[src/rtl/core/hslrgb_pkg.sv]
`timescale 1ns / 1ps
// ----------------------------------------------------------------------------
// hslrgb_pkg
// Shared constants and types for the HSL to RGB converter pipeline.
// ----------------------------------------------------------------------------
package hslrgb_pkg;

	localparam int FRAC_BITS_DEF = 16;
	localparam int CHAN_W        = 8;

	// per-stage load enables of the pipeline
	typedef struct packed {
		logic s1;
		logic s2;
		logic s3;
		logic s4;
		logic s5;
	} pipe_en_t;

	// piece of the hue ramp
	typedef enum logic [1:0] {
		PIECE_RISE = 2'd0,
		PIECE_HIGH = 2'd1,
		PIECE_FALL = 2'd2,
		PIECE_LOW  = 2'd3
	} piece_t;

	// hue offset of a channel lane
	typedef enum logic [1:0] {
		OFS_PLUS  = 2'd0,
		OFS_ZERO  = 2'd1,
		OFS_MINUS = 2'd2
	} ofs_t;

endpackage

[src/rtl/core/hslrgb_qp.sv]
`timescale 1ns / 1ps
// ----------------------------------------------------------------------------
// hslrgb_qp
// Stages 1 and 2: clamps saturation and lightness, forms l*s, then q, p, q-p.
// ----------------------------------------------------------------------------
module hslrgb_qp #(
	parameter int FRAC_BITS = hslrgb_pkg::FRAC_BITS_DEF
) (
	input  logic                   clk,
	input  hslrgb_pkg::pipe_en_t   en,
	input  logic [FRAC_BITS:0]     hue,
	input  logic [FRAC_BITS:0]     saturation,
	input  logic [FRAC_BITS:0]     lightness,
	output logic [FRAC_BITS-1:0]   h_s2,
	output logic [FRAC_BITS:0]     l_s2,
	output logic [FRAC_BITS:0]     q_s2,
	output logic [FRAC_BITS:0]     p_s2,
	output logic [FRAC_BITS:0]     d_s2,
	output logic                   gray_s2
);

	localparam int W = FRAC_BITS + 1;
	localparam logic [W-1:0] ONE  = W'(1) << FRAC_BITS;
	localparam logic [W-1:0] HALF = W'(1) << (FRAC_BITS - 1);

	logic [W-1:0]     s_sat;
	logic [W-1:0]     l_sat;
	logic [2*W-1:0]   ls_prod;

	logic [FRAC_BITS-1:0] h_s1;
	logic [W-1:0]         s_s1;
	logic [W-1:0]         l_s1;
	logic [W-1:0]         ls_s1;
	logic                 gray_s1;

	logic         low_half;
	logic [W:0]   q_wide;
	logic [W-1:0] s_minus_ls;
	logic [W-1:0] q_val;
	logic [W-1:0] d_val;
	logic [W-1:0] p_val;

	assign s_sat   = (saturation > ONE) ? ONE : saturation;
	assign l_sat   = (lightness > ONE) ? ONE : lightness;
	assign ls_prod = {{W{1'b0}}, l_sat} * {{W{1'b0}}, s_sat};

	always_ff @(posedge clk) begin
		if (en.s1) begin
			h_s1    <= hue[FRAC_BITS-1:0];
			s_s1    <= s_sat;
			l_s1    <= l_sat;
			ls_s1   <= ls_prod[2*FRAC_BITS:FRAC_BITS];
			gray_s1 <= (s_sat == '0);
		end
	end

	assign low_half   = (l_s1 < HALF);
	assign s_minus_ls = s_s1 - ls_s1;

	always_comb begin
		if (low_half) begin
			q_wide = {1'b0, l_s1} + {1'b0, ls_s1};
			d_val  = {ls_s1[W-2:0], 1'b0};
		end else begin
			q_wide = {1'b0, l_s1} + {1'b0, s_minus_ls};
			d_val  = {s_minus_ls[W-2:0], 1'b0};
		end
	end

	assign q_val = q_wide[W-1:0];
	assign p_val = q_val - d_val;

	always_ff @(posedge clk) begin
		if (en.s2) begin
			h_s2    <= h_s1;
			l_s2    <= l_s1;
			q_s2    <= q_val;
			p_s2    <= p_val;
			d_s2    <= d_val;
			gray_s2 <= gray_s1;
		end
	end

endmodule

[src/rtl/core/hslrgb_lane.sv]
`timescale 1ns / 1ps
// ----------------------------------------------------------------------------
// hslrgb_lane
// Stages 3 to 5 of one color channel: hue position and ramp piece, ramp
// multiply, scaling to an 8-bit intensity.
// ----------------------------------------------------------------------------
module hslrgb_lane #(
	parameter int FRAC_BITS = hslrgb_pkg::FRAC_BITS_DEF
) (
	input  logic                           clk,
	input  hslrgb_pkg::pipe_en_t           en,
	input  hslrgb_pkg::ofs_t               ofs,
	input  logic [FRAC_BITS-1:0]           h_s2,
	input  logic [FRAC_BITS:0]             l_s2,
	input  logic [FRAC_BITS:0]             q_s2,
	input  logic [FRAC_BITS:0]             p_s2,
	input  logic [FRAC_BITS:0]             d_s2,
	input  logic                           gray_s2,
	output logic [hslrgb_pkg::CHAN_W-1:0]  chan_s5
);

	localparam int W  = FRAC_BITS + 1;
	localparam int TW = FRAC_BITS + 3;
	localparam int TU = FRAC_BITS + 2;
	localparam int SW = W + hslrgb_pkg::CHAN_W;

	localparam logic [TW-1:0] ONE_T       = TW'(1) << FRAC_BITS;
	localparam logic [TW-1:0] THREE_T     = TW'(3) << FRAC_BITS;
	localparam logic [TU-1:0] HALF_U      = TU'(1) << (FRAC_BITS - 1);
	localparam logic [TU-1:0] THREEHALF_U = TU'(3) << (FRAC_BITS - 1);
	localparam logic [TU-1:0] TWO_U       = TU'(1) << (FRAC_BITS + 1);

	logic [TW-1:0] h3;
	logic [TW-1:0] t_raw;
	logic [TW-1:0] t_wrap;
	logic [TU-1:0] t_pos;
	logic [TU-1:0] fall_d;
	hslrgb_pkg::piece_t piece;
	logic [W-1:0]  x_val;

	hslrgb_pkg::piece_t piece_s3;
	logic [W-1:0] x_s3;
	logic [W-1:0] l_s3;
	logic [W-1:0] q_s3;
	logic [W-1:0] p_s3;
	logic [W-1:0] d_s3;
	logic         gray_s3;

	logic [2*W-1:0] ramp_prod;
	logic [W:0]     ramp_sum;
	logic [W-1:0]   v_val;
	logic [W-1:0]   v_s4;

	logic [SW-1:0]  scaled;
	logic [SW-FRAC_BITS-1:0] scaled_top;

	// hue position scaled by three, so a third of a turn is one
	assign h3 = {3'b000, h_s2} + {2'b00, h_s2, 1'b0};

	always_comb begin
		unique case (ofs)
			hslrgb_pkg::OFS_PLUS:  t_raw = h3 + ONE_T;
			hslrgb_pkg::OFS_ZERO:  t_raw = h3;
			hslrgb_pkg::OFS_MINUS: t_raw = h3 - ONE_T;
			default:               t_raw = h3;
		endcase
	end

	always_comb begin
		priority if (t_raw[TW-1]) begin
			t_wrap = t_raw + THREE_T;
		end else if (t_raw > THREE_T) begin
			t_wrap = t_raw - THREE_T;
		end else begin
			t_wrap = t_raw;
		end
	end

	assign t_pos  = t_wrap[TU-1:0];
	assign fall_d = TWO_U - t_pos;

	always_comb begin
		priority if (t_pos < HALF_U) begin
			piece = hslrgb_pkg::PIECE_RISE;
			x_val = {t_pos[FRAC_BITS-1:0], 1'b0};
		end else if (t_pos < THREEHALF_U) begin
			piece = hslrgb_pkg::PIECE_HIGH;
			x_val = '0;
		end else if (t_pos < TWO_U) begin
			piece = hslrgb_pkg::PIECE_FALL;
			x_val = {fall_d[FRAC_BITS-1:0], 1'b0};
		end else begin
			piece = hslrgb_pkg::PIECE_LOW;
			x_val = '0;
		end
	end

	always_ff @(posedge clk) begin
		if (en.s3) begin
			piece_s3 <= piece;
			x_s3     <= x_val;
			l_s3     <= l_s2;
			q_s3     <= q_s2;
			p_s3     <= p_s2;
			d_s3     <= d_s2;
			gray_s3  <= gray_s2;
		end
	end

	assign ramp_prod = {{W{1'b0}}, d_s3} * {{W{1'b0}}, x_s3};
	assign ramp_sum  = {1'b0, p_s3} + {1'b0, ramp_prod[2*FRAC_BITS:FRAC_BITS]};

	always_comb begin
		if (gray_s3) begin
			v_val = l_s3;
		end else begin
			unique case (piece_s3)
				hslrgb_pkg::PIECE_RISE,
				hslrgb_pkg::PIECE_FALL: v_val = ramp_sum[W-1:0];
				hslrgb_pkg::PIECE_HIGH: v_val = q_s3;
				hslrgb_pkg::PIECE_LOW:  v_val = p_s3;
				default:                v_val = p_s3;
			endcase
		end
	end

	always_ff @(posedge clk) begin
		if (en.s4) begin
			v_s4 <= v_val;
		end
	end

	// times 255, then drop the fraction
	assign scaled     = {v_s4, {hslrgb_pkg::CHAN_W{1'b0}}} - {{hslrgb_pkg::CHAN_W{1'b0}}, v_s4};
	assign scaled_top = scaled[SW-1:FRAC_BITS];

	always_ff @(posedge clk) begin
		if (en.s5) begin
			chan_s5 <= scaled_top[SW-FRAC_BITS-1] ? {hslrgb_pkg::CHAN_W{1'b1}}
			                                      : scaled_top[hslrgb_pkg::CHAN_W-1:0];
		end
	end

endmodule

[src/rtl/core/hsl_to_rgb_converter_top.sv]
`timescale 1ns / 1ps
// ----------------------------------------------------------------------------
// hsl_to_rgb_converter_top
// HSL to RGB pixel converter, five-stage pipeline, one pixel per clock while drained.
//
//   channel  handshake                payload
//   pix      pix_valid / pix_ready    hue, saturation, lightness
//   rgb      rgb_valid / rgb_ready    red, green, blue
//
// rgb_valid rises once an accepted word has passed stage registers 1 to 5, so
// the word leaves from stage 5; a new word is taken every cycle while the
// output is drained.
// Stage enables ripple back from rgb_ready, so an empty stage takes a word
// even while later stages are stalled.
// arst_n clears the stage valid bits only; data registers hold no reset.
// ----------------------------------------------------------------------------
module hsl_to_rgb_converter_top #(
	parameter int FRAC_BITS = hslrgb_pkg::FRAC_BITS_DEF
) (
	input  logic                           clk,
	input  logic                           arst_n,
	input  logic                           pix_valid,
	output logic                           pix_ready,
	input  logic [FRAC_BITS:0]             hue,
	input  logic [FRAC_BITS:0]             saturation,
	input  logic [FRAC_BITS:0]             lightness,
	output logic                           rgb_valid,
	input  logic                           rgb_ready,
	output logic [hslrgb_pkg::CHAN_W-1:0]  red,
	output logic [hslrgb_pkg::CHAN_W-1:0]  green,
	output logic [hslrgb_pkg::CHAN_W-1:0]  blue
);

	hslrgb_pkg::pipe_en_t en;

	logic vld_s1;
	logic vld_s2;
	logic vld_s3;
	logic vld_s4;
	logic vld_s5;

	logic [FRAC_BITS-1:0] h_s2;
	logic [FRAC_BITS:0]   l_s2;
	logic [FRAC_BITS:0]   q_s2;
	logic [FRAC_BITS:0]   p_s2;
	logic [FRAC_BITS:0]   d_s2;
	logic                 gray_s2;

	assign en.s5 = !vld_s5 || rgb_ready;
	assign en.s4 = !vld_s4 || en.s5;
	assign en.s3 = !vld_s3 || en.s4;
	assign en.s2 = !vld_s2 || en.s3;
	assign en.s1 = !vld_s1 || en.s2;

	assign pix_ready = en.s1;
	assign rgb_valid = vld_s5;

	always_ff @(posedge clk or negedge arst_n) begin
		if (!arst_n) begin
			vld_s1 <= 1'b0;
			vld_s2 <= 1'b0;
			vld_s3 <= 1'b0;
			vld_s4 <= 1'b0;
			vld_s5 <= 1'b0;
		end else begin
			if (en.s1) vld_s1 <= pix_valid;
			if (en.s2) vld_s2 <= vld_s1;
			if (en.s3) vld_s3 <= vld_s2;
			if (en.s4) vld_s4 <= vld_s3;
			if (en.s5) vld_s5 <= vld_s4;
		end
	end

	hslrgb_qp #(
		.FRAC_BITS(FRAC_BITS)
	) u_qp (
		.clk       (clk),
		.en        (en),
		.hue       (hue),
		.saturation(saturation),
		.lightness (lightness),
		.h_s2      (h_s2),
		.l_s2      (l_s2),
		.q_s2      (q_s2),
		.p_s2      (p_s2),
		.d_s2      (d_s2),
		.gray_s2   (gray_s2)
	);

	hslrgb_lane #(
		.FRAC_BITS(FRAC_BITS)
	) u_lane_red (
		.clk    (clk),
		.en     (en),
		.ofs    (hslrgb_pkg::OFS_PLUS),
		.h_s2   (h_s2),
		.l_s2   (l_s2),
		.q_s2   (q_s2),
		.p_s2   (p_s2),
		.d_s2   (d_s2),
		.gray_s2(gray_s2),
		.chan_s5(red)
	);

	hslrgb_lane #(
		.FRAC_BITS(FRAC_BITS)
	) u_lane_green (
		.clk    (clk),
		.en     (en),
		.ofs    (hslrgb_pkg::OFS_ZERO),
		.h_s2   (h_s2),
		.l_s2   (l_s2),
		.q_s2   (q_s2),
		.p_s2   (p_s2),
		.d_s2   (d_s2),
		.gray_s2(gray_s2),
		.chan_s5(green)
	);

	hslrgb_lane #(
		.FRAC_BITS(FRAC_BITS)
	) u_lane_blue (
		.clk    (clk),
		.en     (en),
		.ofs    (hslrgb_pkg::OFS_MINUS),
		.h_s2   (h_s2),
		.l_s2   (l_s2),
		.q_s2   (q_s2),
		.p_s2   (p_s2),
		.d_s2   (d_s2),
		.gray_s2(gray_s2),
		.chan_s5(blue)
	);

`ifndef NO_ASSERTIONS
	// full pipeline with a stalled output must not take a word
	a_full_stall: assert property (@(posedge clk) disable iff (!arst_n)
		(vld_s1 && vld_s2 && vld_s3 && vld_s4 && vld_s5 && !rgb_ready) |-> !pix_ready)
		else $error("pix_ready high with full stalled pipeline");

	// an accepted word lands in stage 1
	a_accept_s1: assert property (@(posedge clk) disable iff (!arst_n)
		(pix_valid && pix_ready) |=> vld_s1)
		else $error("accepted word missing in stage 1");

	// a held stage keeps its word
	a_hold_s4: assert property (@(posedge clk) disable iff (!arst_n)
		(vld_s4 && !en.s4) |=> vld_s4)
		else $error("stalled word dropped in stage 4");

	// a word in the last stage leaves only when taken
	a_hold_s5: assert property (@(posedge clk) disable iff (!arst_n)
		(vld_s5 && !rgb_ready) |=> vld_s5)
		else $error("output word dropped while stalled");
`endif

endmodule
[config.mk]
export PLATFORM = sky130hd
export DESIGN_NAME = hsl_to_rgb_converter_top
export DESIGN_NICKNAME = d
export VERILOG_FILES = /design/src/rtl/core/hslrgb_pkg.sv /design/src/rtl/core/hslrgb_qp.sv /design/src/rtl/core/hslrgb_lane.sv /design/src/rtl/core/hsl_to_rgb_converter_top.sv
export SDC_FILE = /design/constraint.sdc
export NUM_CORES = 2
export LEC_CHECK = 0
export CAP_MARGIN = 20
export CORE_ASPECT_RATIO = 1.1
export CORE_MARGIN = 10
export CORE_UTILIZATION = 62
export CTS_CLUSTER_SIZE = 40
export DETAILED_ROUTE_END_ITERATION = 16
export DONT_BUFFER_PORTS = 1
export PLACE_DENSITY_LB_ADDON = 0.3
export SYNTH_ARGS = -nofsm -noshare
export SYNTH_HDL_FRONTEND = slang
export SYNTH_HIERARCHICAL = 1
export SYNTH_SLANG_ARGS = --single-unit
[constraint.sdc]
create_clock -name clk -period 24.1 [get_ports clk]
set_clock_uncertainty 0.2 [all_clocks]
set_input_delay 1.205 -clock clk [delete_from_list [all_inputs] [get_ports clk]]
set_output_delay 1.205 -clock clk [all_outputs]
set_load 0.03 [all_outputs]
==> results.md <==
* Status: finished, final reports clean
* GR Util met2 at 0.463
* Primary FF master, synth: edfxtp_1
* Layout cells sized above 1 at 0.0372
* Seq cells post-synth at between 400 and 500
* DRC viols at 0
* Compound-Gate Fraction of Synth Area at 0.0738
* Initial Util at 0.623
* Setup TNS Final at 0 ns
* CTS Root Cell: clkbuf_16
* Setup crit start kind: flip-flop
* Routed len/inst at ~20 um
* Area leader, netlist: fa_1
* Core Area at 98900 um2
* Xor-xnor portion of the synthesized cell area at 0.0314
* Final slew viol count at 0
* Drt total wl at ~150000 um
* Seq/Total Area, Yosys at 0.239
* Worst-Skew Late Latency at 0.61 ns
* Reg clk slew, reported paths at 0.07 ns
* Worst-Margin Slew at roughly 1.1 ns
* Synth-to-layout area growth at 4.57%
* Dominant cells by area after synthesis: fa_1 28%, edfxtp_1 24%, ha_1 13%, inv_1 7.5%, and2_1 4.4%
* Met3 Track Usage GR at 0.0410
* Setup crit start: u_lane_green/d_s3[7]$_DFFE_PP_
* Row Count at around 120
* Global route hottest layer: met2
* Via total after detailed routing at between 40000 and 50000
* Multi-input logic area at between 40000 and 50000 um2
* Initial antenna violation count at 4
* Max-cap violation count at 0
* First-pass GRT wire length at 239000 um
* Die Ht at about 350 um
* Htree depth at 2
* Worst r2r src: u_lane_green/d_s3[7]$_DFFE_PP_
* Critical path endpoint category: flip-flop
* Adder-Cell Fraction of Synth Area at 0.403
* Largest net degree at the start of global routing at 108
* Post-Syn Area per Cell at ~10 um2
* Most frequent cells in the layout: 1235 x inv_1, 851 x fa_1, 716 x nand2_1
* Final Hold Vio Count at 0
* FILL cells at ~7700
* Post-Syn Area at roughly 62000 um2
* # Post-CTS Setup Buffers at 0
* Final setup violation count at 0
* Hold crit path type: primary input to async pin
* Worst setup path class: flip-flop to flip-flop
* Fin nets at between 7000 and 8000
* Cts hold-fix bufs at 0
* Largest family of logic cells by synthesized area: adder cells
* Clock tree from TritonCTS: built
* Post-synth EDFFs at 487
* Total die area at between 100000 and 150000 um2
* Worst EP required at roughly 24 ns
* Sink Count at 492
* Global-route usage over all layers at 0.269
* CP most frequent cell: fa_1
* Fmax achieved at approximately 90 MHz
* Antenna-violating nets left at 0
* Synth top area share at 0.277
* Longest Clk Path Bufs at 3
* Gr ovfl total at 0
* Vias/cell at 5.83
* Crit path capture: u_lane_green/v_s4[16]$_DFFE_PP_
* Tmin final at approximately 11 ns
* Crit path arrival time at between 10 and 15 ns
* Met1 GRT Util at 0.330
* GP Congestion at approximately 0.92
* Warnings, synthesis at 6
* Chip Width at roughly 320 um
* Initial DRC count at 3168
* Multiplexer share of the synthesized area at 0.0178
* Count of input and output buffers at 0
* WHS at around 0.085 ns
* DR pass1 iterations at 6
* Commonest non-fill, non-tap cell in the layout: inv_1
* Post-DP HPWL at ~120000 um
* I/O pins at 81
* Unrepaired setup endpoints after global routing: false
* Mapped Cells at between 6000 and 7000
* Count of cell types in the netlist at roughly 110
* Final Instance Count excl. Fillers at 7474
* Reg area at 14700 um2
* CP max FO at 16
* Slowest stage cell, crit path: a211oi_1
* Cell count after placement at around 7400
* Ys async rst share at 0.0102
* Flop2flop setup slack at roughly 13 ns
* Inserted Clock Buffers at 48
* Post-Synth Simple-Gate Area at 0.146
* Crit Reg-Reg Endpoint: u_lane_green/v_s4[16]$_DFFE_PP_
* Critical path's largest stage delay at around 0.75 ns
* # resized after CTS at 0
* Number of global-route vias before repair at between 40000 and 50000
* Fin crit share at 0.456
* Rel. slew slack at 0.250
* R2R depth at 31
[through the flow]
step / util / area, um2 / setup WS, ns
finish: 0.652 / 64400 / 13.11
CTS: 0.651 / 64300 / 13.25
global route: 0.652 / 64400 / 12.77
floorplan: - / 61700 / 15.44
global placement: 0.635 / 62800 / 13.34
detailed placement: 0.635 / 62800 / 13.32
[layout make-up]
type | count | share of cell area
multi-input cells | 4329 | 0.644
flip-flops and latches | 492 | 0.229
inverters | 1241 | 0.0724
well taps | 1291 | 0.0251
clock buffers | 54 | 0.0190
clock inverters | 31 | 0.00546
repair buffers | 35 | 0.00493
diodes | 1 | 0.0000388
[critical path: cells and delay by family (launching register included)]
family | cells | cell delay [ns]
and+or+nand+nor | 6 | 1.21
xor gates and xnor gates | 1 | 0.27
DFF | 1 | 0.72
buffers and inverters | 4 | 0.24
adders and majority gates | 8 | 3.78
AOI/OAI and AO/OA | 12 | 4.24
[logic make-up (layout without fill, tap and decap cells)]
family / count (synthesis) / count (layout)
other: 3 / 18
AOI/OAI and AO/OA: 687 / 687
xor gates and xnor gates: 215 / 215
and+or+nand+nor: 1833 / 1833
adders and majority gates: 1474 / 1474
DFF: 492 / 492
muxes: 103 / 103
buffers and inverters: 1435 / 1361
[worst min path at each step]
| stage | startpoint | endpoint | slack (ns) |
|---|---|---|---|
| 3_5_place_dp | u_qp/gray_s1$_DFFE_PP_ | u_qp/gray_s2$_DFFE_PP_ | 0.20 |
| 3_3_place_gp | u_qp/h_s1[14]$_DFFE_PP_ | u_qp/h_s2[14]$_DFFE_PP_ | 0.20 |
| 5_1_grt | arst_n | vld_s2$_DFFE_PN0P_ | 0.05 |
| 4_1_cts | arst_n | vld_s2$_DFFE_PN0P_ | 0.05 |
| 2_1_floorplan | u_qp/gray_s1$_DFFE_PP_ | u_qp/gray_s2$_DFFE_PP_ | 0.20 |
| 6_report | arst_n | vld_s2$_DFFE_PN0P_ | 0.08 |
[layer usage]
| layer | wire length [um] | share of wire |
|---|---|---|
| met5 | 0 | 0 |
| met2 | 72700 | 0.49 |
| met3 | 10900 | 0.074 |
| met4 | 8120 | 0.055 |
| met1 | 57000 | 0.38 |
[synthesized netlist by cell type, types with 30 or more instances]
| master | n |
|---|---|
| fa_1 | 851 |
| or3_1 | 40 |
| nand2b_1 | 42 |
| o21ai_0 | 141 |
| and2_1 | 434 |
| a21oi_1 | 192 |
| nor3_1 | 57 |
| a21o_1 | 57 |
| clkbuf_1 | 179 |
| nor2_1 | 284 |
| nor2b_1 | 40 |
| edfxtp_1 | 487 |
| ha_1 | 623 |
| xor2_1 | 67 |
| nand2_1 | 717 |
| and3_1 | 30 |
| mux2i_1 | 53 |
| inv_1 | 1236 |
| o21a_1 | 35 |
| mux2_2 | 50 |
| xnor2_1 | 144 |
| nand3_1 | 53 |
Power is left out: the tool's default activity adds up to more than one toggle a clock period on the data nets, which glitch-free logic cannot reach.
